## src/hdl/rhca_div.sv

```systemverilog
// ----------------------------------------------------------------------------
// Pipelined restoring divider
// One quotient bit per stage; QW stages, new operands every enabled cycle.
// ----------------------------------------------------------------------------
module rhca_div #(
   parameter int NW = 28,
   parameter int DW = 12,
   parameter int QW = 17
) (
   input  logic          clock,
   input  logic          en,
   input  logic [NW-1:0] num_in,
   input  logic [DW-1:0] den_in,
   output logic [QW-1:0] quo_out
);

   logic [DW-1:0] rem_ff [QW];
   logic [QW-1:0] low_ff [QW];
   logic [QW-1:0] quo_ff [QW];
   logic [DW-1:0] den_ff [QW];

   genvar i;
   generate
      for (i = 0; i < QW; i++) begin : g_stage
         logic [DW-1:0] rem_prev;
         logic [QW-1:0] low_prev;
         logic [QW-1:0] quo_prev;
         logic [DW-1:0] den_prev;
         logic [DW:0]   trial;
         logic          ge;
         logic [DW-1:0] rem_in;

         // select stage operands
         if (i == 0) begin : g_first
            assign rem_prev = DW'(num_in >> QW);
            assign low_prev = num_in[QW-1:0];
            assign quo_prev = '0;
            assign den_prev = den_in;
         end else begin : g_next
            assign rem_prev = rem_ff[i-1];
            assign low_prev = low_ff[i-1];
            assign quo_prev = quo_ff[i-1];
            assign den_prev = den_ff[i-1];
         end

         // shift in one numerator bit, subtract if it fits
         always_comb begin
            trial  = {rem_prev, low_prev[QW-1]};
            ge     = trial >= {1'b0, den_prev};
            rem_in = ge ? DW'(trial - {1'b0, den_prev}) : DW'(trial);
         end

         always_ff @(posedge clock) begin
            if (en) begin
               rem_ff[i] <= rem_in;
               low_ff[i] <= low_prev << 1;
               quo_ff[i] <= {quo_prev[QW-2:0], ge};
               den_ff[i] <= den_prev;
            end
         end
      end
   endgenerate

   assign quo_out = quo_ff[QW-1];

endmodule

```

## config.mk

```make
export PLATFORM = sky130hd
export DESIGN_NAME = rhca_div
export DESIGN_NICKNAME = d
export VERILOG_FILES = /design/src/hdl/rhca_div.sv
export SDC_FILE = /design/constraint.sdc
export NUM_CORES = 1
export LEC_CHECK = 0
export ABC_AREA = 1
export BUFFER_PORTS_ARGS = -buffer_cell sky130_fd_sc_hd__buf_2
export CORE_MARGIN = 4
export CORE_UTILIZATION = 50
export DETAILED_ROUTE_END_ITERATION = 7
export HOLD_SLACK_MARGIN = 0.06
export PLACE_DENSITY = 0.74
export REMOVE_ABC_BUFFERS = 1
export SETUP_SLACK_MARGIN = 0.2
export SLEW_MARGIN = 20
export SYNTH_ARGS = -nofsm -noshare
export SYNTH_HDL_FRONTEND = slang
export SYNTH_SLANG_ARGS = --single-unit
```

## constraint.sdc

```tcl
create_clock -name clock -period 5.75 [get_ports clock]
set_clock_uncertainty 0.2 [all_clocks]
set_input_delay 0 -clock clock [delete_from_list [all_inputs] [get_ports clock]]
set_output_delay 0 -clock clock [all_outputs]
set_load 0.01 [all_outputs]
```

==> results of run 1 <==
-- registers in the layout, indices dropped and copies added (netlist names) --
signal  count
den_ff    192
rem_ff    192
quo_ff    153
low_ff    136
-- report_power, final --
group	total [W]	switching, W	internal, W
clock	0.00470	0.00194	0.00276
combinational	0.00751	0.00484	0.00267
sequential	0.00731	0.000542	0.00677
total	0.0195	0.00732	0.0122
-- placed cells by master (no fill, tap or decap), drive strengths merged --
cell type	n
nor2	189
nand4	151
dlygate4sd3	83
and2	1
ha	204
clkbuf	92
xor2	70
buf	66
o21ai	107
o211ai	1
a21oi	79
diode	1
clkinvlp	6
nor3b	1
xnor2	16
clkinv	26
nand3b	27
nand2	1082
nand3	271
or2	2
bufinv	7
nor3	31
fa	16
edfxtp	673
inv	748
-- metrics by stage --
step	util, %	instances	hold slack [ps]
5_1_grt	56.8	4900	142
3_3_place_gp	52.3	4677	-23.4
2_1_floorplan	-	3661	-101
6_report	56.8	4900	117
4_1_cts	56.8	4899	69.3
3_5_place_dp	52.3	4677	-21.9
-- logic make-up after synthesis --
group | after synthesis | share of synthesized area, %
and+or+nand+nor | 1755 | 22.3
buffers and inverters | 776 | 8.74
DFF | 673 | 55.7
adders and majority gates | 220 | 7.92
AOI/OAI and AO/OA | 187 | 3.27
xor gates and xnor gates | 86 | 2.08
-- layer usage --
metal | vias to the layer above | GRT usage (%) | share of wire, %
li1 | 12600 | - | -
met1 | 11500 | 25.3 | 45
met2 | 603 | 31.4 | 47
met3 | 143 | 2.79 | 4.9
met4 | 0 | 6.26 | 2.8
met5 | - | 0 | 0
-- critical path, stage by stage --
cell           delay, ps
dlygate4sd3_1        520
buf_2                110
inv_1                 50
ha_1                 220
fa_1                 420
inv_1                110
nand3_1               70
nand3_1              180
nand3_2              210
nand4_4              260
nand3_1              140
nand2_1              110
dlygate4sd3_1        580
-- final cells by class --
cell class	instances	area, sq um	share of cell area [%]
Multi-Input combinational cell	2248	12900	31.7
Tap cell	950	1190	2.92
Inverter	740	2780	6.82
Clock inverter	47	452	1.11
Clock buffer	92	1960	4.82
Sequential cell	673	20200	49.6
Timing Repair Buffer	149	1240	3.05
Antenna cell	1	2.50	0.00614
-- path summary, 6_finish.rpt --
check / end / cells past startpoint / start / slack, ps
max: rem_ff[0][10] / 13 / num_in[16] / 3030
min: rem_ff[0][5] / 4 / num_in[21] / 120
max reg2reg: rem_ff[0][120] / 9 / den_ff[0][111] / 3050
min reg2reg: low_ff[0][105] / 0 / low_ff[0][88] / 210
==> results_dict.tcl, run 1 <==
set metrics [dict create \
    status "complete, no violations" \
    grt_max_degree 149 \
    worstMarginPinSlew_ps 1080 \
    gp_congestion 0.898 \
    async_flop_share_pct 0 \
    cts_sinks 673 \
    power_density_mw_per_mm2 479 \
    syn_inst 3697 \
    synthFlopType "edfxtp_1" \
    htreeDepth 3 \
    die_x_um 277 \
    max_cap_viol_count 0 \
    start_util_pct 50.6 \
    cts_root_buffer "clkbuf_16" \
    ys_seq_elements 673 \
    dp_slack_ps 3180 \
    rsz0062_at_grt "no" \
    die_h_um 277 \
    dr.pass1.iters 5 \
    synth_warnings 0 \
    slew_headroom_pct 28.2 \
    clk_pin_slew_ps 60 \
    clk_latency_ps 610 \
    cts_resized 0 \
    hold_violations 0 \
    dieArea_sq_mm 0.0769 \
    min_period_ps 2720 \
    drc_errors 0 \
    ys_seq_area_share_pct 55.7 \
    nets 4149 \
    dp_hpwl_mm 52.3 \
    cts_tree "done" \
    cts_buffers 75 \
    routed_via_density 5.06 \
    ys_top_cells_by_area "edfxtp_1 (56%), nand2_1 (11%), inv_1 (7.6%)" \
    cts_hold_buf 83 \
    finalSetupViolations 0 \
    grt_overflow 0 \
    placed_area_sq_mm 0.0375 \
    peakVddDrop_uv 211 \
    timing.setup.tns_ps 0 \
    post_cts_buffers 0 \
    leakage_nw 18.7 \
    synth_common_cells "nand2_1 (1042), inv_1 (735), edfxtp_1 (673), nand3_1 (205), ha_1 (204)" \
    areaGrowthSynthToFinish_pct 12.3 \
    synth.most_common_cell "nand2_1" \
    port_buffers 58 \
    hold_path.class "input port to register" \
    total_power_w 0.0195 \
    path_max_fanout 19 \
    max_freq_ghz 0.368 \
    layout_setup_ws_ps 3030 \
    synth.top_cell.area_share_pct 55.7 \
    drive_gt1_share_pct 9.07 \
    wirelength_mm 72.5 \
    drv_slew 0 \
    critPathArrivalTime_ps 2990 \
    critPathKind "input port to register" \
    ant_nets 0 \
    cp.required_ps 6020 \
    nFillCells 6122 \
    syn_area_sq_mm 0.0363 \
    ios 59 \
    critPathCaptureType "register" \
    first_iter_violations 1766 \
    final_area_sq_mm 0.0407 \
    crit_path_start_kind "input port" \
    cts_buffer_depth 3 \
    coreArea_sq_mm 0.0717 \
    grt_pass1_wl_mm 120 \
    post_drt_wl_per_cell_um 14.8 \
    syn_avg_cell_area_sq_um 9.81 \
    rows 98 \
    antenna_found_initial 1 \
    post-route-period-util_pct 47.2 \
    synth_cell_type_count 36 \
    via_count 24800 \
    synth_largest_area_cell "edfxtp_1" \
    grt_util_all_layers_pct 18.8 \
    first_global_vias 24000 \
    synth-edff-count 673 \
]
No activity file was read; power rests on OpenSTA's default activity.
==> inputs of run 2 (changes only) <==
Clock period 5.75 ns to 2.8 ns, I/O delays scaled along.
==> results_dict.tcl, run 2 (same netlist as run 1, synthesis figures left out) <==
set metrics [dict create \
    status "complete, no violations" \
    grt_util_all_layers_pct 18.7 \
    start_util_pct 50.6 \
    grtUsageMet1_pct 25.9 \
    path_max_fanout 7 \
    leakage_nw 18.8 \
    grtUsageMet3_pct 3.37 \
    htreeDepth 3 \
    max_freq_ghz 0.400 \
    dp_slack_ps 298 \
    cts_sinks 673 \
    critPathArrivalTime_ps 2650 \
    power_density_mw_per_mm2 992 \
    antenna_found_initial 0 \
    top_usage_layer "met2" \
    cp.required_ps 2950 \
    clk_pin_slew_ps 60 \
    drv_slew 0 \
    placed_area_sq_mm 0.0376 \
    critPathBufInv 4 \
    slew_headroom_pct 63.2 \
    dieArea_sq_mm 0.0769 \
    coreArea_sq_mm 0.0717 \
    largestRegisters "den_ff x192, rem_ff x192, quo_ff x153" \
    crit_path_start_kind "input port" \
    min_period_ps 2500 \
    grt_overflow 0 \
    grt_max_degree 100 \
    slowest_stage "dlygate4sd3_1" \
    grt_pass1_wl_mm 119 \
    dp_hpwl_mm 52.7 \
    first_global_vias 23900 \
    post_drt_wl_per_cell_um 14.8 \
    cpLargestDelayFamily "buffers and inverters" \
    mostFrequentLayoutCells "nand2_1 (1042), inv_1 (735), edfxtp_1 (673)" \
    die_x_um 277 \
    port_buffers 58 \
    dr.pass1.iters 5 \
    ant_nets 0 \
    cts_tree "done" \
    critPathKind "input port to register" \
    ios 59 \
    final_area_sq_mm 0.0410 \
    cts_buffer_depth 3 \
    cts_root_buffer "clkbuf_16" \
    clk_latency_ps 610 \
    gp_congestion 0.913 \
    critPathCaptureType "register" \
    wirelength_mm 72.7 \
    rows 98 \
    max_cap_viol_count 0 \
    drc_errors 0 \
    nets 4150 \
    timing.setup.tns_ps 0 \
    drive_gt1_share_pct 9.39 \
    finalSetupViolations 0 \
    hold_violations 0 \
    cts_buffers 76 \
    peakVddDrop_uv 537 \
    grt_use_met2_pct 30.4 \
    final_util_pct 57.1 \
    final_common_cell "nand2_1" \
    post-route-period-util_pct 89.4 \
    crit_chain "dlygate4sd3_1, buf_2, ha_1, fa_1, inv_1, nand3_1, nand3_1, nand3_2, nand4_1, nand2_1, dlygate4sd3_1" \
    worst_hold_slack_ps 109 \
    rsz0062_at_grt "yes" \
    via_count 24700 \
    die_h_um 277 \
    first_iter_violations 1936 \
    worstMarginPinSlew_ps 552 \
    hold_path.class "input port to register" \
    areaGrowthSynthToFinish_pct 12.9 \
    layout_setup_ws_ps 297 \
    routed_via_density 5.04 \
    max_stage_delay_ps 540 \
]
[run 2: changes by cell type in the layout (fill, tap and decap cells not counted), moves of 3 or more]
cell / delta
dlygate4sd3_1: -10
nand3_4: +8
buf_4: +7
nand3_2: -7
inv_6: -5
clkinv_2: -4
clkinv_4: +4
buf_12: +3
bufinv_16: +3
clkbuf_16: +3
[run 2: final timing paths]
check | start | end | slack (ps) | cells past startpoint
worst min register to register | low_ff[0][69] | low_ff[0][86] | 210 | 0
worst max register to register | rem_ff[0][79] | rem_ff[0][90] | 320 | 9
worst min-delay path | num_in[26] | rem_ff[0][10] | 110 | 4
worst max-delay path | den_in[0] | rem_ff[0][6] | 300 | 11
[run 2: where the power goes]
part,leakage [nW],switching (W),internal (W),total [W]
Sequential,6.59,0.00113,0.0139,0.0150
Combinational,11.0,0.00995,0.00553,0.0155
Clock,1.22,0.00400,0.00611,0.0101
Total,18.8,0.0151,0.0255,0.0406
[run 2: layout make-up]
type                    instances  area, sq um
diodes                          1         2.50
clock buffers                  94         2030
clock inverters                46          529
fillers                      6097        30800
inverters                     740         2780
multi-input cells            2248        13000
flip-flops and latches        673        20200
well taps                     950         1190
repair buffers                149         1250
[run 2: routing by layer]
metal / part of all wire (%) / up-vias
li1: - / 12600
met1: 45 / 11400
met2: 47 / 635
met3: 6.0 / 116
met4: 2.2 / 0
met5: 0 / -
[run 2: per-stage QoR]
stage	cells	power [W]
2_1_floorplan	3661	0.0266
3_3_place_gp	4681	0.0300
3_5_place_dp	4681	0.0303
4_1_cts	4894	0.0407
5_1_grt	4900	0.0437
6_report	4901	0.0406
[run 2: worst min-delay path, cell delays in order]
cell           delay [ps]
dlygate4sd3_1         530
buf_2                 120
nand4_1                80
nand2_1                80
[run 2: what timing repair did]
action | in CTS | in global routing
endpoints found under the setup margin | 0 | 79
setup buffers | 0 | 6
endpoints found under the hold margin | 714 | 0
hold buffers | 73 | 0
resized for setup | 0 | 10
