File: src/hdl/rhca_pkg.sv
// ----------------------------------------------------------------------------
// RGB/HLS color adjust package
// Payload structs, register indexes and constants shared by the adjust unit.
// ----------------------------------------------------------------------------
package rhca_pkg;

   // Input pixel, one transfer on the request channel
   typedef struct packed {
      logic [7:0] red_in;
      logic [7:0] green_in;
      logic [7:0] blue_in;
      logic [7:0] alpha_in;
   } pixel_in_type;

   // Adjusted pixel, one transfer on the response channel
   typedef struct packed {
      logic [7:0] red_out;
      logic [7:0] green_out;
      logic [7:0] blue_out;
      logic [7:0] alpha_out;
   } pixel_out_type;

   localparam int FACTOR_W = 19;

   // Adjust control handed to each component adjuster
   typedef struct packed {
      logic                       mode;
      logic signed [FACTOR_W-1:0] factor;
   } adj_ctl_type;

   // Register indexes
   localparam logic [1:0] CSR_ADJUST_MODE  = 2'd0;
   localparam logic [1:0] CSR_HUE_FACTOR   = 2'd1;
   localparam logic [1:0] CSR_LIGHT_FACTOR = 2'd2;
   localparam logic [1:0] CSR_SAT_FACTOR   = 2'd3;

   // Adjust modes
   localparam logic MODE_RATE = 1'b0;
   localparam logic MODE_MULT = 1'b1;

   // Factor scale: 1.0 in factor units
   localparam int FACTOR_SHIFT = 16;
   localparam int FACTOR_HALF_M1 = 32767;
   localparam logic signed [FACTOR_W:0] FACTOR_ONE = 20'sd65536;

   // Pixel range constants
   localparam int PIX_MAX     = 255;
   localparam int PIX_SUM_MAX = 510;

   // Hue sextants
   localparam logic [2:0] SEXT_RED_YELLOW    = 3'd0;
   localparam logic [2:0] SEXT_YELLOW_GREEN  = 3'd1;
   localparam logic [2:0] SEXT_GREEN_CYAN    = 3'd2;
   localparam logic [2:0] SEXT_CYAN_BLUE     = 3'd3;
   localparam logic [2:0] SEXT_BLUE_MAGENTA  = 3'd4;
   localparam logic [2:0] SEXT_MAGENTA_RED   = 3'd5;

endpackage

File: src/hdl/rhca_adjust.sv
// ----------------------------------------------------------------------------
// Component adjuster
// Rate or multiply adjust of one HLS component, three register stages.
// ----------------------------------------------------------------------------
module rhca_adjust
   import rhca_pkg::*;
#(
   parameter int FRAC_BITS = 16
) (
   input  logic               clock,
   input  logic               en,
   input  logic [FRAC_BITS:0] comp_in,
   input  adj_ctl_type        ctl_in,
   output logic [FRAC_BITS:0] comp_out
);

   localparam int CW = FRAC_BITS + 1;
   localparam int MW = FACTOR_W - 1;
   localparam int PW = CW + MW;
   localparam logic [CW-1:0] ONE = {1'b1, {FRAC_BITS{1'b0}}};

   logic [CW-1:0] a_in, base_in, a_ff, base_ff, base2_ff, comp_ff, comp_in_r;
   logic [MW-1:0] m_in, m_ff;
   logic [PW-1:0] prod_ff;
   logic signed [FACTOR_W:0] m_full;
   logic [PW:0]   rsum;
   logic [CW+2:0] sc;
   logic [CW+3:0] res;

   // pick operand, multiplier and base for the mode
   always_comb begin
      if (ctl_in.mode == MODE_MULT) begin
         a_in    = comp_in;
         m_full  = (FACTOR_W+1)'(ctl_in.factor);
         base_in = '0;
      end else if (!ctl_in.factor[FACTOR_W-1]) begin
         a_in    = ONE - comp_in;
         m_full  = (FACTOR_W+1)'(ctl_in.factor);
         base_in = comp_in;
      end else begin
         a_in    = comp_in;
         m_full  = FACTOR_ONE + (FACTOR_W+1)'(ctl_in.factor);
         base_in = '0;
      end
      // a non-positive multiplier scales to zero
      m_in = (m_full <= 0) ? '0 : m_full[MW-1:0];
   end

   // round the scaled value, add base and clamp
   always_comb begin
      rsum      = (PW+1)'(prod_ff) + (PW+1)'(FACTOR_HALF_M1);
      sc        = rsum[PW:FACTOR_SHIFT];
      res       = (CW+4)'(base2_ff) + (CW+4)'(sc);
      comp_in_r = (res > (CW+4)'(ONE)) ? ONE : res[CW-1:0];
   end

   always_ff @(posedge clock) begin
      if (en) begin
         a_ff     <= a_in;
         m_ff     <= m_in;
         base_ff  <= base_in;
         prod_ff  <= PW'(a_ff) * PW'(m_ff);
         base2_ff <= base_ff;
         comp_ff  <= comp_in_r;
      end
   end

   assign comp_out = comp_ff;

endmodule

File: config.mk
export PLATFORM = sky130hd
export DESIGN_NAME = rhca_adjust
export DESIGN_NICKNAME = d
export VERILOG_FILES = /design/src/hdl/rhca_pkg.sv /design/src/hdl/rhca_adjust.sv
export SDC_FILE = /design/constraint.sdc
export NUM_CORES = 1
export LEC_CHECK = 0
export BUFFER_PORTS_ARGS = -buffer_cell sky130_fd_sc_hd__buf_2
export CORE_ASPECT_RATIO = 0.75
export CORE_MARGIN = 8
export CORE_UTILIZATION = 50
export CTS_CLUSTER_SIZE = 24
export DETAILED_ROUTE_END_ITERATION = 16
export GPL_TIMING_DRIVEN = 0
export PLACE_DENSITY_LB_ADDON = 0.12
export SLEW_MARGIN = 20
export SYNTH_ARGS = -nofsm -noshare
export SYNTH_HDL_FRONTEND = slang
export SYNTH_SLANG_ARGS = --single-unit
File: constraint.sdc
create_clock -name clock -period 6.92 [get_ports clock]
set_input_delay 0.692 -clock clock [delete_from_list [all_inputs] [get_ports clock]]
set_output_delay 0.692 -clock clock [all_outputs]
set_load 0.02 [all_outputs]
==> results of run 1 <==
stage by stage:
stage	utilization (%)	worst slack (ps)
floorplan	-	537
global placement	53.2	-701
detailed placement	53.3	-750
CTS	55.8	7.86
global route	56.5	5.15
finish	56.5	196
state kept, by name, summed over array words and instances, names as in the netlist:
signal and cells:
a_ff 17, base2_ff 17, base_ff 17, comp_out 17, m_ff 18, prod_ff 35
cell families after synthesis:
logic type	Yosys count	share of synthesized area, %
simple gates	541	17.4
buf+inv	373	8.83
fa+ha+maj	368	40.4
compound gates	148	6.61
flops	121	22.9
xor+xnor	65	3.59
mux	4	0.253
layout by cell type (no fill, tap or decap), types with 12 or more instances in the layout:
cell       instances
clkbuf_1          14
buf_4             37
o21ai_0           18
edfxtp_1         121
fa_1             239
nor2_1            58
nand2_1          193
buf_2             58
clkbuf_2          15
clkbuf_16         17
and2_1           180
inv_1            323
xnor2_1           45
nor3_1            20
a21o_1            12
ha_1             127
a21oi_1           42
nand4_1           13
xor2_1            20
nor4_1            14
metal layers:
metal	up-vias	share of wire (%)	GRT usage [%]	wire length [um]
met5	-	0.033	0	13
li1	5331	-	-	-
met4	2	1.9	6.24	765
met2	391	42	31.9	16600
met1	5462	47	29.9	18600
met3	52	9.7	8.22	3860
layout make-up:
class | instances | area, um^2 | share of cell area, %
Tap cell | 406 | 508 | 2.88
Antenna cell | 1 | 2.50 | 0.0142
Clock buffer | 18 | 429 | 2.43
Inverter | 323 | 1210 | 6.87
Clock inverter | 14 | 193 | 1.09
Buffer | 43 | 230 | 1.30
Sequential cell | 121 | 3630 | 20.6
Timing Repair Buffer | 92 | 592 | 3.35
Multi-Input combinational cell | 1126 | 10900 | 61.5
synthesized netlist by cell type, drive strengths merged (24+ instances only):
library cell,number
inv,323
fa,240
nand2,194
and2,180
ha,128
edfxtp,121
nor2,59
clkbuf,50
a21oi,46
xnor2,45
o21ai,24
worst paths after layout:
kind / startpoint / end / slack, ps / cells after the start
max: m_ff[2] / prod_ff[27] / 200 / 23
min: base_ff[14] / base2_ff[14] / 420 / 0
min reg2reg: base_ff[14] / base2_ff[14] / 420 / 0
max reg2reg: m_ff[2] / prod_ff[27] / 200 / 23
what timing repair did:
action | in CTS | in global routing
pin swaps | 0 | 8
resized for setup | 35 | 32
buffers inserted | 13 | 23
endpoints found under the setup margin | 13 | 10
==> results.json, run 1 <==
{
  "outcome": "finished clean",
  "fin_nets": 2131,
  "synth-edff-count": 121,
  "grt_start_max_net_pins": 64,
  "clk_pin_slew_worst_paths_ps": 60,
  "placed_area_um2": 16700,
  "dieWidth_um": 222,
  "slew_headroom_pct": 49.8,
  "synth_area_leaders": "fa_1 30%, edfxtp_1 23%, ha_1 10%",
  "min_period_ps": 6720,
  "drtIter0Drc": 758,
  "place_inst": 2082,
  "yosys_warnings": 0,
  "io_buffers": 55,
  "vias_per_cell": 5.24,
  "crit_type": "reg -> reg",
  "synth_area_leader_cell": "fa_1",
  "path_buf_inv": 6,
  "cts_buffer_depth": 2,
  "drc": 0,
  "num_rows": 56,
  "final_cell_count_no_fill": 2144,
  "hpwl_um": 31500,
  "ys_seq_area_share_pct": 22.9,
  "worst_slew_pin_slew_ps": 745,
  "htreeDepth": 4,
  "required_ps": 7090,
  "hold_path.class": "reg -> reg",
  "setup_violations": 0,
  "cp_max_fo": 10,
  "num_io_pins": 56,
  "die_h_um": 170,
  "slowest_delay_ps": 650,
  "nFillCells": 2786,
  "critPathLaunchType": "flip-flop",
  "fp.coreArea_um2": 31300,
  "wl_per_cell_um": 18.6,
  "synth_flop_cell": "edfxtp_1",
  "syn_to_final_growth_pct": 11.4,
  "cts-root-buf": "clkbuf_16",
  "endpoint_kind": "flip-flop",
  "wl_um": 39900,
  "avgSynthCellArea_um2": 9.78,
  "antenna_found_initial": 1,
  "cpLargestDelayFamily": "adder cells",
  "clk_latency_ps": 440,
  "cts_tree": "built",
  "grt_usage_pct": 21.8,
  "max_freq_mhz": 149,
  "synth_area_um2": 15900,
  "overflow": 0,
  "grt_pass1_vias": 11641,
  "async_flop_share_pct": 0,
  "final_area_um2": 17700,
  "drv_slew": 0,
  "globalplace.congestion": 0.909,
  "yosysTopAreaCellShare_pct": 30.3,
  "synthCells": 1620,
  "cts_hold_buffers": 0,
  "drive_above_1_share_pct": 10.4,
  "whs_ps": 417,
  "initial_core_util_pct": 50.7,
  "grt_pass1_wl_um": 63500,
  "fin_crit_sh_pct": 97.2,
  "arrival_ps": 6890,
  "fin_setup_tns_ps": 0,
  "worst_clock_skew_ps": 17.6,
  "cp_common_cell": "inv_1",
  "cp_cell_sequence": "clkbuf_2 -> nand2_1 -> fa_1 -> inv_1 -> ha_1 -> ha_1 -> inv_1 -> fa_1 -> inv_1 -> fa_1 -> inv_1 -> fa_1 -> inv_1 -> ha_4 -> a21oi_2 -> o21ai_1 -> or3_4 -> o221a_4 -> a311o_2 -> a31o_1 -> a21oi_2 -> mux2i_1 -> nand3_1",
  "maxCapViolCount": 0,
  "postRouteAntennaNets": 0,
  "rsz0062_at_grt": "false",
  "drtPass1Iterations": 5,
  "hold_viol_final": 0,
  "num_vias": 11238,
  "cts.sinks": 121,
  "dieArea_um2": 37700,
  "worst_path_max_delay_cell": "edfxtp_1",
  "mappedNetlistNets": 2027,
  "yosys_register_bits": 121,
  "synth.distinct_cells": 71,
  "cts_buffers": 17
}
Power of run 1 is not shown: default switching activity piles up to over one toggle a cycle in this logic, so the estimate is an artifact.
==> run 2, diff against run 1 <==
--- a/config.mk
+++ b/config.mk
@@ -5,11 +5,12 @@
 export SDC_FILE = /design/constraint.sdc
 export NUM_CORES = 1
 export LEC_CHECK = 0
+export ABC_AREA = 1
 export BUFFER_PORTS_ARGS = -buffer_cell sky130_fd_sc_hd__buf_2
 export CORE_ASPECT_RATIO = 0.75
 export CORE_MARGIN = 8
 export CORE_UTILIZATION = 50
-export CTS_CLUSTER_SIZE = 24
+export CTS_CLUSTER_SIZE = 20
 export DETAILED_ROUTE_END_ITERATION = 16
 export GPL_TIMING_DRIVEN = 0
 export PLACE_DENSITY_LB_ADDON = 0.12
==> run 2 against run 1 <==
Against the previous run:
- first-iteration DRC count grew 48%
- cell count is 21% higher
- clock-buffer cell count is 1 lower
- fmax up 1.1%
- critical path depth fell by 2
==> results.json, run 2 <==
{
  "outcome": "finished clean",
  "hold_path.class": "reg -> reg",
  "synth_flop_cell": "edfxtp_1",
  "synth.distinct_cells": 39,
  "avgSynthCellArea_um2": 8.10,
  "cts_buffers": 17,
  "hold_viol_final": 0,
  "fp.coreArea_um2": 33200,
  "cts_tree": "built",
  "initial_core_util_pct": 50.4,
  "rr_startpoint": "a_ff[8]",
  "critPathLaunchType": "flip-flop",
  "num_io_pins": 56,
  "fin_crit_sh_pct": 96.1,
  "synth_area_leader_cell": "fa_1",
  "synth_area_leaders": "fa_1 29%, edfxtp_1 22%, inv_1 13%",
  "antenna_found_initial": 1,
  "largestRegisters": "prod_ff (35), m_ff (18)",
  "clk_latency_ps": 430,
  "num_rows": 58,
  "clk_pin_slew_worst_paths_ps": 70,
  "cts.sinks": 121,
  "largest-register": "prod_ff",
  "required_ps": 7090,
  "yosys_register_bits": 121,
  "max_freq_mhz": 150,
  "vias_per_cell": 4.98,
  "wl_per_cell_um": 17.5,
  "grt_pass1_wl_um": 71300,
  "path_buf_inv": 6,
  "wl_um": 45200,
  "synth_area_um2": 16800,
  "cp_max_fo": 10,
  "largest_register_ff_count": 35,
  "drc": 0,
  "fin_util_pct": 54.9,
  "cp_common_cell": "fa_1",
  "ys_seq_area_share_pct": 21.7,
  "grt_pass1_vias": 12687,
  "arrival_ps": 6820,
  "hpwl_um": 37800,
  "postRouteAntennaNets": 0,
  "overflow": 0,
  "layout_common_cells": "590 x inv_1, 512 x nand2_1, 240 x fa_1",
  "synthCells": 2067,
  "slowest_delay_ps": 760,
  "mappedNetlistNets": 2474,
  "cts-root-buf": "clkbuf_16",
  "grt_start_max_net_pins": 76,
  "io_buffers": 55,
  "worst_slew_pin_slew_ps": 892,
  "drtIter0Drc": 1125,
  "drtPass1Iterations": 5,
  "num_vias": 12913,
  "synth-edff-count": 121,
  "worstRegToRegCells": 21,
  "fin_nets": 2537,
  "syn_to_final_growth_pct": 8.96,
  "antenna_cells": 0,
  "endpoint_kind": "flip-flop",
  "cp_cell_sequence": "clkbuf_2 -> nand2_1 -> fa_1 -> inv_1 -> fa_1 -> inv_1 -> fa_1 -> inv_1 -> fa_1 -> fa_1 -> inv_1 -> fa_1 -> inv_1 -> ha_1 -> nand2_1 -> nor4_1 -> nand3_1 -> nand3_1 -> nand3_1 -> o211ai_1 -> xor2_1",
  "min_period_ps": 6650,
  "maxCapViolCount": 0,
  "yosysMostFrequentCell": "inv_1",
  "globalplace.congestion": 0.927,
  "rsz0062_at_grt": "false",
  "worst_clock_skew_ps": 16.1,
  "setup_violations": 0,
  "grt_usage_pct": 23.7,
  "dieArea_um2": 39700,
  "yosys-top-cells-count": "590 x inv_1, 512 x nand2_1, 240 x fa_1, 128 x ha_1, 124 x nor2_1",
  "async_flop_share_pct": 0,
  "worst_path_max_delay_cell": "edfxtp_1",
  "die_h_um": 175,
  "holdPathEnd": "base2_ff[15]",
  "hp-start": "base_ff[15]",
  "crit_type": "reg -> reg",
  "whs_ps": 420,
  "worstHoldPathCells": 0,
  "htreeDepth": 4,
  "cts_buffer_depth": 2,
  "yosys_warnings": 0,
  "r2r-end": "prod_ff[32]",
  "drive_above_1_share_pct": 7.51,
  "drv_slew": 0,
  "dieWidth_um": 227,
  "cpLargestDelayFamily": "adder cells",
  "final_common_cell": "inv_1",
  "slew_headroom_pct": 40.5,
  "ff2ff_setup_slack_ps": 270,
  "yosysTopAreaCellShare_pct": 28.7
}
==> run 2: cell types whose count changed after synthesis, sizes merged, moves of 19 or more <==
cell	previous run	this run
nand2	194	525
xnor2	45	19
and2	180	4
xor2	20	45
inv	323	591
clkbuf	50	69
nor2	59	140
nand3	10	42
==> run 2: through the flow <==
step                instances  setup WS [ps]  TNS [ps]  cell area [um^2]
global route             2593           33.5         0             18300
detailed placement       2573          -84.8      -161             17600
floorplan                2067           1140         0             16800
CTS                      2603           6.58         0             18200
finish                   2593            269         0             18300
global placement         2572          -48.2     -48.2             17600
==> run 2: worst max path at each step <==
stage	from	to	slack, ps	depth (start not counted)
floorplan	a_ff[8]	prod_ff[32]	1140	22
global placement	a_ff[6]	prod_ff[34]	-50	21
detailed placement	a_ff[8]	prod_ff[32]	-80	22
CTS	a_ff[10]	prod_ff[32]	7	22
global route	a_ff[8]	prod_ff[32]	30	21
finish	a_ff[8]	prod_ff[32]	270	21
==> run 2: area by class of cell <==
class                   instances  area, um^2
plain buffers                  56         249
clock buffers                  17         425
clock inverters                15         175
fillers                      3164       15000
inverters                     591        2220
multi-input cells            1281       10600
flip-flops and latches        121        3630
well taps                     450         563
repair buffers                 62         367
==> run 2: routing by layer <==
metal / share of wire (%) / GRT usage [%] / vias to the layer above / wire [um]
met1: 49 / 36.6 / 6316 / 22100
li1: - / - / 6182 / -
met3: 8.1 / 5.32 / 39 / 3680
met2: 41 / 32.8 / 376 / 18600
met5: 0 / 0 / - / 0
met4: 1.8 / 5.71 / 0 / 803
==> run 2: timing repair <==
action / in CTS / in global routing
buffers inserted: 0 / 6
resized for setup: 3 / 44
endpoints found under the setup margin: 3 / 15
hold buffers: 0 / 0
pin swaps: 0 / 0
==> run 2: kinds of logic after synthesis <==
| family | share of synthesized area, % |
|---|---|
| buffers and inverters | 14.9 |
| AOI/OAI and AO/OA | 3.26 |
| DFF | 21.7 |
| and+or+nand+nor | 18.5 |
| xor gates and xnor gates | 3.35 |
| adders and majority gates | 38.2 |
Power of run 2 is left out for the same reason.
