**src/hdl/rhca_pkg.sv**
```systemverilog
// ----------------------------------------------------------------------------
// RGB/HLS color adjust package
// Payload structs, register indexes and constants shared by the adjust unit.
// ----------------------------------------------------------------------------
package rhca_pkg;

   // Input pixel, one transfer on the request channel
   typedef struct packed {
      logic [7:0] red_in;
      logic [7:0] green_in;
      logic [7:0] blue_in;
      logic [7:0] alpha_in;
   } pixel_in_type;

   // Adjusted pixel, one transfer on the response channel
   typedef struct packed {
      logic [7:0] red_out;
      logic [7:0] green_out;
      logic [7:0] blue_out;
      logic [7:0] alpha_out;
   } pixel_out_type;

   localparam int FACTOR_W = 19;

   // Adjust control handed to each component adjuster
   typedef struct packed {
      logic                       mode;
      logic signed [FACTOR_W-1:0] factor;
   } adj_ctl_type;

   // Register indexes
   localparam logic [1:0] CSR_ADJUST_MODE  = 2'd0;
   localparam logic [1:0] CSR_HUE_FACTOR   = 2'd1;
   localparam logic [1:0] CSR_LIGHT_FACTOR = 2'd2;
   localparam logic [1:0] CSR_SAT_FACTOR   = 2'd3;

   // Adjust modes
   localparam logic MODE_RATE = 1'b0;
   localparam logic MODE_MULT = 1'b1;

   // Factor scale: 1.0 in factor units
   localparam int FACTOR_SHIFT = 16;
   localparam int FACTOR_HALF_M1 = 32767;
   localparam logic signed [FACTOR_W:0] FACTOR_ONE = 20'sd65536;

   // Pixel range constants
   localparam int PIX_MAX     = 255;
   localparam int PIX_SUM_MAX = 510;

   // Hue sextants
   localparam logic [2:0] SEXT_RED_YELLOW    = 3'd0;
   localparam logic [2:0] SEXT_YELLOW_GREEN  = 3'd1;
   localparam logic [2:0] SEXT_GREEN_CYAN    = 3'd2;
   localparam logic [2:0] SEXT_CYAN_BLUE     = 3'd3;
   localparam logic [2:0] SEXT_BLUE_MAGENTA  = 3'd4;
   localparam logic [2:0] SEXT_MAGENTA_RED   = 3'd5;

endpackage

```
**src/hdl/rhca_byte.sv**
```systemverilog
// ----------------------------------------------------------------------------
// Channel back conversion
// Builds one 8-bit channel from cmin, cadd and the sextant value.
// ----------------------------------------------------------------------------
module rhca_byte
   import rhca_pkg::*;
#(
   parameter int FRAC_BITS = 16
) (
   input  logic                 clock,
   input  logic                 en,
   input  logic [FRAC_BITS+1:0] cmin_in,
   input  logic [FRAC_BITS+1:0] cadd_in,
   input  logic [FRAC_BITS:0]   x_in,
   output logic [7:0]           byte_out
);

   localparam int CW = FRAC_BITS + 1;
   localparam int PW = 2 * CW + 1;
   localparam int VW = 2 * FRAC_BITS + 4;
   localparam int WW = VW + 8;
   localparam int TW = WW + 1;

   logic [PW-1:0] p_ff;
   logic [CW:0]   cmin_ff;
   logic [VW-1:0] v_ff;
   logic [WW-1:0] w_ff;
   logic [TW-1:0] t;
   logic [TW-2*FRAC_BITS-1:0] hi;
   logic [7:0]    byte_in, byte_ff;

   // round to nearest with halves down, then saturate
   always_comb begin
      t       = TW'(w_ff) + (TW'(1) << (2 * FRAC_BITS - 1)) - TW'(1);
      hi      = t[TW-1:2*FRAC_BITS];
      byte_in = (hi > (TW-2*FRAC_BITS)'(PIX_MAX)) ? 8'(PIX_MAX) : hi[7:0];
   end

   always_ff @(posedge clock) begin
      if (en) begin
         p_ff    <= PW'(x_in) * PW'(cadd_in);
         cmin_ff <= cmin_in;
         v_ff    <= (VW'(cmin_ff) << FRAC_BITS) + VW'(p_ff);
         w_ff    <= (WW'(v_ff) << 8) - WW'(v_ff);
         byte_ff <= byte_in;
      end
   end

   assign byte_out = byte_ff;

endmodule

```
**config.mk**
```make
export PLATFORM = sky130hd
export DESIGN_NAME = rhca_byte
export DESIGN_NICKNAME = d
export VERILOG_FILES = /design/src/hdl/rhca_pkg.sv /design/src/hdl/rhca_byte.sv
export SDC_FILE = /design/constraint.sdc
export NUM_CORES = 1
export LEC_CHECK = 0
export BUFFER_PORTS_ARGS = -buffer_cell sky130_fd_sc_hd__buf_2
export CORE_ASPECT_RATIO = 0.6
export CORE_MARGIN = 4
export CORE_UTILIZATION = 60
export CTS_BUF_LIST = sky130_fd_sc_hd__clkbuf_16
export CTS_CLUSTER_DIAMETER = 150
export DETAILED_ROUTE_END_ITERATION = 10
export MAX_ROUTING_LAYER = met4
export PLACE_DENSITY = 0.83
export SYNTH_ARGS = -nofsm -noshare
export SYNTH_HDL_FRONTEND = slang
export SYNTH_SLANG_ARGS = --single-unit
```
**constraint.sdc**
```tcl
create_clock -name clock -period 20.4 [get_ports clock]
set_clock_uncertainty 0.2 [all_clocks]
set_input_delay 2.04 -clock clock [delete_from_list [all_inputs] [get_ports clock]]
set_output_delay 2.04 -clock clock [all_outputs]
set_load 0.01 [all_outputs]
```
==> impl_metrics.tcl, run 1 <==
set metrics [dict create \
    grt_use_total_pct 25.7 \
    required_ns 20.38 \
    yosysWarningCount 0 \
    r2r_start "v_ff[4]$_DFFE_PP_" \
    status "finished clean" \
    synth.top_cell.area_share_pct 27.6 \
    portBuffers 62 \
    ys_seq_elements 141 \
    cts_tree "built" \
    vias 12500 \
    die_y_um 140 \
    min_from "p_ff[9]$_DFFE_PP_" \
    r2r_setup_slack_ns 16.97 \
    cts.repair.resized 0 \
    grt_pass1_wl_mm 64.8 \
    dr.pass1.iters 5 \
    whs_path_depth 0 \
    antenna_found_initial 1 \
    clock_latency_ns 0.44 \
    synth_seq_area_share_pct 24.3 \
    worstPathCellList "buf_2 > nand2_1 > fa_1 > inv_1 > fa_1 > inv_1 > fa_1 > inv_1 > fa_1 > fa_1 > inv_1 > fa_1 > inv_1 > ha_1 > and3_1 > a221oi_2 > o21ai_0 > a21oi_1 > o21ai_1 > and2_1 > a311o_1 > a21o_1 > xnor2_1" \
    hold_end "v_ff[9]$_DFFE_PP_" \
    max_freq_mhz 120 \
    dpl-instance-area_mm2 0.0181 \
    gp_congestion 0.898 \
    finalInstanceArea_mm2 0.0187 \
    cts_root_buf "clkbuf_16" \
    setup_violations 0 \
    wl_per_cell_um 17.2 \
    drt-total-wl_mm 37.6 \
    drt_iter0_drc 1140 \
    syn_avg_cell_area_um2 9.92 \
    max_cap_viol_count 0 \
    grt_overflow_total 0 \
    slew_headroom_pct 45.5 \
    die_x_um 228 \
    fill_cells 2238 \
    synth.largest_area_cell "fa_1" \
    slowest_delay_ns 0.55 \
    drc 0 \
    multiInputGateArea_mm2 0.0117 \
    postCtsSetupBuffers 0 \
    hold_viol 0 \
    nets 2245 \
    hpwlAfterDp_mm 29.9 \
    seq_area_mm2 0.00423 \
    numCtsBuffers 17 \
    cp-start-kind "input pin" \
    clk_pin_slew_ns 0.07 \
    hold_path_class "reg -> reg" \
    synth_edf_count 141 \
    rsz0062_at_grt "no" \
    slowest_stage "fa_1" \
    fin_crit_sh_pct 40.7 \
    critPathKind "in -> reg" \
    tns_ns 0 \
    critPathMaxFanout 18 \
    placementRows 48 \
    ys.flop_type "edfxtp_1" \
    ys_types 77 \
    grt_max_degree 78 \
    netlist_top_cells_area "fa_1 28%, edfxtp_1 24%, ha_1 11%" \
    postRouteAntennaNets 0 \
    wl_met2_mm 17.4 \
    start_util_pct 60.7 \
    coreArea_mm2 0.0287 \
    clockBufferDepth 2 \
    async_flop_share_pct 0 \
    finalCriticalPeriod_ns 8.30 \
    cp_data_arrival_time_ns 8.29 \
    area_delta_synth_final_pct 7.01 \
    drv_slew 0 \
    syn-num-nets 2208 \
    h-tree-depth 4 \
    syn_area_mm2 0.0174 \
    wl_met1_mm 16.7 \
    drive_gt1_share_pct 7.14 \
    dieArea_mm2 0.0319 \
    fin_util_pct 65.0 \
    cpMostUsedCell "fa_1" \
    grt_pass1_vias 13200 \
    clock_sinks 141 \
    end_kind "flop" \
    maxUsedRoutingLayer "met4" \
    dr_wl_met3_mm 2.65 \
    tightest_slew_ns 0.817 \
    ioPinCount 63 \
    reg2reg_to "w_ff[38]$_DFFE_PP_" \
    reg2regPathDepth 10 \
    hold_buffers 0 \
    vias_per_cell 5.73 \
    netlist_instances 1757 \
]
[per-stage QoR]
stage	worst slack [ns]	std cells	hold slack (ns)
floorplan	12.06	1757	0.200
detailed placement	11.72	2150	0.206
finish	12.10	2183	0.218
CTS	12.18	2182	0.222
global route	11.88	2183	0.229
global placement	11.85	2150	0.204
[placed cells by master (no fill, tap or decap), types with 11 or more instances in the layout]
cell type and n:
a21o_1 43, a21oi_1 58, and2_1 142, buf_2 61
clkbuf_16 17, edfxtp_1 141, fa_1 240, ha_1 156
inv_1 348, nand2_1 214, nand3_1 11, nand4_1 12
nor2_1 45, nor3_1 24, o21a_1 13, o21ai_0 27
xnor2_1 54, xor2_1 24
[cells in the mapped netlist, types with 3 or more instances]
| cell type | count |
|---|---|
| a211o_1 | 5 |
| a211oi_1 | 6 |
| a21boi_0 | 3 |
| a21o_1 | 43 |
| a21oi_1 | 58 |
| a21oi_2 | 5 |
| a221oi_1 | 3 |
| a31oi_1 | 7 |
| and2_1 | 142 |
| and3_1 | 10 |
| clkbuf_1 | 44 |
| edfxtp_1 | 141 |
| fa_1 | 240 |
| ha_1 | 156 |
| inv_1 | 348 |
| mux2i_1 | 7 |
| nand2_1 | 214 |
| nand2b_1 | 10 |
| nand3_1 | 11 |
| nand4_1 | 12 |
| nor2_1 | 45 |
| nor2b_1 | 10 |
| nor3_1 | 24 |
| nor4_1 | 10 |
| o21a_1 | 13 |
| o21ai_0 | 27 |
| o21ai_1 | 6 |
| o21bai_1 | 10 |
| o31ai_1 | 5 |
| or2_2 | 4 |
| xnor2_1 | 54 |
| xor2_1 | 24 |
[routing by layer]
metal | up-vias | GRT usage [%]
li1 | 5739 | -
met1 | 6212 | 35.7
met2 | 486 | 40.1
met3 | 69 | 4.25
met4 | 0 | 6.76
met5 | - | -
[flip-flops by register name, indices dropped and copies added (netlist names)]
register and count:
byte_out 8, cmin_ff 18, p_ff 35, v_ff 36, w_ff 44
[kinds of logic (layout without fill, tap and decap cells)]
kind of cell	Yosys count	in the layout	synth area share [%]
compound gates	226	226	9.17
xor+xnor	78	78	3.92
fa+ha+maj	396	396	38.8
buf+inv	393	443	8.47
flops	141	141	24.3
mux	7	7	0.402
other cells	0	1	0
simple gates	516	516	15.0
[worst max path at each step]
stage,slack (ns),start,cells after the start,to
after CTS,12.18,cadd_in[0],21,p_ff[34]$_DFFE_PP_
after global routing,11.88,x_in[10],23,p_ff[34]$_DFFE_PP_
final,12.10,x_in[10],23,p_ff[34]$_DFFE_PP_
after global placement,11.85,cadd_in[5],23,p_ff[34]$_DFFE_PP_
after detailed placement,11.72,cadd_in[0],21,p_ff[34]$_DFFE_PP_
after floorplan,12.06,x_in[10],24,p_ff[34]$_DFFE_PP_
[critical path, delay by kind of cell]
kind	cells	cell delay, ns
XOR/XNOR	1	0.12
adder cells (fa/ha/maj)	7	3.45
AO/OA/AOI/OAI	6	1.54
AND/OR/NAND/NOR	3	0.58
buffers and inverters	6	0.56
[cell type report]
| type | instances | area share (%) |
|---|---|---|
| antenna | 1 | 0.0134 |
| clock buffer | 17 | 2.28 |
| clock inverter | 15 | 0.919 |
| inverter | 348 | 7.00 |
| multi-input combinational | 1223 | 62.8 |
| sequential | 141 | 22.7 |
| tap | 375 | 2.52 |
| timing repair buffer | 63 | 1.74 |
Power of run 1 is not shown: default switching activity piles up to over one toggle a cycle in this logic, so the estimate is an artifact.
==> inputs of run 2 (changes only) <==
==> constraint.sdc (replaced) <==
create_clock -name clock -period 8.57 [get_ports clock]
set_clock_uncertainty 0.2 [all_clocks]
set_input_delay 0.857 -clock clock [delete_from_list [all_inputs] [get_ports clock]]
set_output_delay 0.857 -clock clock [all_outputs]
set_load 0.01 [all_outputs]
==> run 2 against run 1 <==
  * Hold slack better by 0.0037 ns
  * Design area grew 0.14%
  * Utilization up 0.092 points
  * First-iteration DRC count decreased by 11%
  * Clock-buffer cell count is the same
  * Via count is 0.65% lower
  * Die area stayed put
  * Cell count unchanged
  * Register-to-register slack worse by 12 ns
  * Global-route usage up 0.18 points
  * Critical path type unchanged
  * Highest routed layer unchanged
==> impl_metrics.tcl, run 2 (synthesis results as in run 1) <==
set metrics [dict create \
    h-tree-depth 4 \
    r2r_setup_slack_ns 5.18 \
    hpwlAfterDp_mm 30.1 \
    wl_per_cell_um 17.3 \
    drive_gt1_share_pct 7.14 \
    antenna_found_initial 1 \
    postRouteAntennaNets 0 \
    reg2regPathDepth 10 \
    cts_root_buf "clkbuf_16" \
    hold_path_class "reg -> reg" \
    grt_pass1_wl_mm 65.1 \
    rsz0062_at_grt "no" \
    tightest_slew_ns 0.813 \
    vias_per_cell 5.69 \
    clock_latency_ns 0.43 \
    min_from "p_ff[2]$_DFFE_PP_" \
    coreArea_mm2 0.0287 \
    max_cap_viol_count 0 \
    status "finished clean" \
    vias 12400 \
    cp_data_arrival_time_ns 7.08 \
    postCtsSetupBuffers 0 \
    grt_pass1_vias 13200 \
    setup_violations 0 \
    portBuffers 62 \
    critPathKind "in -> reg" \
    grt_overflow_total 0 \
    drt_iter0_drc 1009 \
    maxUsedRoutingLayer "met4" \
    cts.repair.resized 0 \
    gp_congestion 0.890 \
    fill_cells 2241 \
    clockBufferDepth 2 \
    numCtsBuffers 17 \
    max_freq_mhz 141 \
    largest_reg_flops 44 \
    cts_tree "built" \
    cp-start-kind "input pin" \
    hold_buffers 0 \
    finalCriticalPeriod_ns 7.09 \
    tns_ns 0 \
    reg.largest.list "w_ff (44), v_ff (36), p_ff (35)" \
    die_x_um 228 \
    start_util_pct 60.7 \
    clk_pin_slew_ns 0.07 \
    r2r_start "v_ff[4]$_DFFE_PP_" \
    final_cell_mix "348 x inv_1, 240 x fa_1, 214 x nand2_1" \
    drc 0 \
    area_delta_synth_final_pct 7.16 \
    drv_slew 0 \
    dr.pass1.iters 6 \
    final_common_cell "inv_1" \
    grt_max_degree 79 \
    hold_viol 0 \
    regMostFlops "w_ff" \
    wl_met1_mm 16.6 \
    ioPinCount 63 \
    whs_path_depth 0 \
    dr_wl_met3_mm 2.98 \
    critPathMaxFanout 18 \
    drt-total-wl_mm 37.7 \
    required_ns 8.55 \
    slew_headroom_pct 45.8 \
    dieArea_mm2 0.0319 \
    fin_crit_sh_pct 82.8 \
    clock_sinks 141 \
    end_kind "flop" \
    startpoint "x_in[10]" \
    nets 2245 \
    placementRows 48 \
    grt_use_total_pct 25.9 \
    wl_met2_mm 17.5 \
    die_y_um 140 \
]
[run 2: cell types whose count changed in the layout (fill, tap and decap cells not counted)]
cell / previous run / this run
bufinv_16: 0 / 2
clkinv_2: 0 / 1
clkinv_4: 3 / 2
clkinv_8: 4 / 3
inv_6: 4 / 5
inv_8: 4 / 2
[run 2: final cells by class]
cell class	instances	area (um^2)	area share, %
sequential	141	4230	22.7
timing repair buffer	63	324	1.73
tap	375	469	2.51
clock inverter	15	198	1.06
multi-input combinational	1223	11700	62.7
inverter	348	1310	6.99
antenna	1	2.50	0.0134
clock buffer	17	425	2.28
[run 2: layer usage]
metal	vias up	global-route usage [%]
met4	0	5.34
met2	480	40.7
met1	6150	35.4
met3	68	5.55
li1	5727	-
met5	-	-
[run 2: metrics by stage]
stage | instance area (um^2) | cells | hold slack (ns) | util (%) | setup WS, ns
after floorplan | 17400 | 1757 | 0.200 | - | 1.41
after global placement | 18100 | 2150 | 0.206 | 62.9 | 1.20
after detailed placement | 18100 | 2150 | 0.207 | 62.9 | 1.05
after CTS | 18700 | 2182 | 0.224 | 65.1 | 1.51
after global routing | 18700 | 2183 | 0.227 | 65.1 | 1.05
final | 18700 | 2183 | 0.222 | 65.1 | 1.48
[run 2: critical path, stage by stage]
cell and delay (ns):
buf_2 0.32, nand2_1 0.14, fa_1 0.56, inv_1 0.06, fa_1 0.50, inv_1 0.05
fa_1 0.48, inv_1 0.06, fa_1 0.50, fa_1 0.55, inv_1 0.05, fa_1 0.53
inv_1 0.04, ha_1 0.36, and3_1 0.24, a221oi_2 0.30, o21ai_0 0.12, a21oi_1 0.33
o21ai_1 0.17, and2_1 0.19, a311o_1 0.36, a21o_1 0.19, xnor2_1 0.11
[run 2: path summary, 6_finish.rpt]
path,endpoint
setup / recovery,p_ff[34]$_DFFE_PP_
hold / removal,v_ff[2]$_DFFE_PP_
setup reg to reg,w_ff[38]$_DFFE_PP_
hold reg to reg,v_ff[2]$_DFFE_PP_
Power of run 2 is left out for the same reason.
==> inputs of run 3 (changes only) <==
--- a/config.mk
+++ b/config.mk
@@ -8,12 +8,12 @@
 export BUFFER_PORTS_ARGS = -buffer_cell sky130_fd_sc_hd__buf_2
 export CORE_ASPECT_RATIO = 0.6
 export CORE_MARGIN = 4
-export CORE_UTILIZATION = 60
+export CORE_UTILIZATION = 59
 export CTS_BUF_LIST = sky130_fd_sc_hd__clkbuf_16
 export CTS_CLUSTER_DIAMETER = 150
 export DETAILED_ROUTE_END_ITERATION = 10
 export MAX_ROUTING_LAYER = met4
-export PLACE_DENSITY = 0.83
+export PLACE_DENSITY = 0.84
 export SYNTH_ARGS = -nofsm -noshare
 export SYNTH_HDL_FRONTEND = slang
 export SYNTH_SLANG_ARGS = --single-unit
==> constraint.sdc (replaced) <==
create_clock -name clock -period 6.1 [get_ports clock]
set_clock_uncertainty 0.2 [all_clocks]
set_input_delay 0.61 -clock clock [delete_from_list [all_inputs] [get_ports clock]]
set_output_delay 0.61 -clock clock [all_outputs]
set_load 0.01 [all_outputs]
==> run 3 against run 2 <==
  * Die area rose by 1.6%
  * Cell count rose by 6.8%
  * Via count rose by 4.3%
  * Critical path type unchanged
==> impl_metrics.tcl, run 3 (synthesis results as in run 1) <==
set metrics [dict create \
    fill_cells 2106 \
    placementRows 48 \
    drt-total-wl_mm 39.3 \
    max_freq_mhz 166 \
    grt_overflow_total 0 \
    cp-start-kind "input pin" \
    hold_viol 0 \
    cp_data_arrival_time_ns 5.99 \
    postRouteAntennaNets 0 \
    grt_pass1_wl_mm 66.0 \
    gp_congestion 0.924 \
    clk_pin_slew_ns 0.06 \
    coreArea_mm2 0.0289 \
    startpoint "x_in[2]" \
    numCtsBuffers 17 \
    max_cap_viol_count 0 \
    slew_headroom_pct 39.9 \
    clock_sinks 141 \
    antenna_found_initial 0 \
    worstPathCellList "clkbuf_4 > nand2_1 > fa_1 > fa_2 > fa_1 > inv_1 > fa_1 > fa_1 > inv_1 > fa_1 > inv_2 > ha_4 > a21o_1 > a221oi_4 > o21ai_1 > a21oi_2 > o21ai_2 > and2_4 > a311o_1 > a21o_1 > xnor2_1" \
    drt_iter0_drc 1007 \
    r2r_start "v_ff[4]$_DFFE_PP_" \
    final_cell_mix "331 x inv_1, 226 x fa_1, 206 x nand2_1" \
    drc 0 \
    regMostFlops "w_ff" \
    h-tree-depth 4 \
    multiInputGateArea_mm2 0.0121 \
    clock_latency_ns 0.43 \
    portBuffers 62 \
    die_y_um 141 \
    cts_root_buf "clkbuf_16" \
    vias_per_cell 5.56 \
    num_antenna_cells 0 \
    dr.pass1.iters 5 \
    cpMostUsedCell "fa_1" \
    status "finished clean" \
    area_delta_synth_final_pct 15.8 \
    reg2regPathDepth 10 \
    slowest_stage "fa_1" \
    grt_max_degree 72 \
    hold_path_class "in -> reg" \
    reg2reg_to "w_ff[38]$_DFFE_PP_" \
    endpoint "p_ff[34]$_DFFE_PP_" \
    use_met1_pct 34.1 \
    die_x_um 230 \
    finalCriticalPeriod_ns 6.01 \
    start_util_pct 60.2 \
    grt_pass1_vias 14000 \
    vias 13000 \
    critPathMaxFanout 13 \
    dpl-instance-area_mm2 0.0192 \
    cts_tree "built" \
    dieArea_mm2 0.0324 \
    final_cells 2332 \
    drv_slew 0 \
    layout_setup_ws_ns 0.0866 \
    drive_gt1_share_pct 17.8 \
    rsz0062_at_grt "yes" \
    end_kind "flop" \
    final_common_cell "inv_1" \
    clockBufferDepth 2 \
    grt_use_total_pct 25.7 \
    grt_use_met2_pct 42.1 \
    min_from "cmin_in[14]" \
    tightest_slew_ns 0.901 \
    hpwlAfterDp_mm 32.1 \
    largest_reg_flops 44 \
    grt.busiest_layer "met2" \
    grt.met3_usage_pct 4.81 \
    required_ns 6.08 \
    setup_violations 0 \
    nets 2370 \
    seq_area_mm2 0.00423 \
    finalInstanceArea_mm2 0.0202 \
    dp.cells 2296 \
    dp_slack_ns -0.480 \
    r2r_setup_slack_ns 2.63 \
    reg.largest.list "w_ff (44), v_ff (36), p_ff (35)" \
    wl_per_cell_um 16.8 \
    ioPinCount 63 \
    slowest_delay_ns 0.53 \
    fin_crit_sh_pct 98.6 \
    critPathKind "in -> reg" \
]
[run 3: cell count changes in the layout (fill, tap and decap cells not counted), moves of 15 or more]
cell	previous run	this run
buf_4	1	127
buf_2	61	35
inv_2	0	18
ha_1	156	139
inv_1	348	331
and2_1	142	126
and2_4	2	18
buf_6	1	16
[run 3: per-stage QoR]
stage	utilization (%)	setup TNS, ns	hold slack, ns
after global routing	69.7	-0.0706	0.133
final	69.7	0	0.154
after detailed placement	66.4	-4.96	0.207
after floorplan	-	-0.0161	0.200
after global placement	66.4	-3.21	0.205
after CTS	68.5	-0.00942	0.132
[run 3: per-layer routing]
metal	vias up	wire (um)	part of all wire, %
met5	-	0	0
met4	0	586	1.5
met3	61	2900	7.4
met2	470	18600	47
met1	6438	17200	44
li1	5991	-	-
[run 3: area by class of cell]
class | count | share of cell area (%)
inverter | 348 | 6.47
clock inverter | 15 | 0.843
clock buffer | 17 | 2.11
sequential | 141 | 21.0
timing repair buffer | 188 | 7.03
multi-input combinational | 1223 | 60.1
tap | 400 | 2.48
[run 3: repair_timing]
action / 4_1_cts / 5_1_grt
gates resized for setup: 2 / 122
setup endpoints to repair: 3 / 14
buffers inserted: 0 / 4
pin swaps: 0 / 57
cloned: 0 / 1
hold buffers: 0 / 0
[run 3: worst min-delay path by stage]
| stage | end | slack, ns | cells after the start |
|---|---|---|---|
| finish | cmin_ff[14]$_DFFE_PP_ | 0.15 | 1 |
| floorplan | v_ff[0]$_DFFE_PP_ | 0.20 | 0 |
| global placement | v_ff[1]$_DFFE_PP_ | 0.20 | 0 |
| global route | cmin_ff[1]$_DFFE_PP_ | 0.13 | 1 |
| detailed placement | v_ff[15]$_DFFE_PP_ | 0.21 | 0 |
| CTS | cmin_ff[14]$_DFFE_PP_ | 0.13 | 1 |
[run 3: worst max-delay path, delay by kind of cell]
kind / cells / cell delay, ns
adders and majority gates: 7 / 3.18
and+or+nand+nor: 2 / 0.27
AOI/OAI and AO/OA: 7 / 1.42
xor gates and xnor gates: 1 / 0.12
buffers and inverters: 4 / 0.37
Power of run 3 is left out for the same reason.
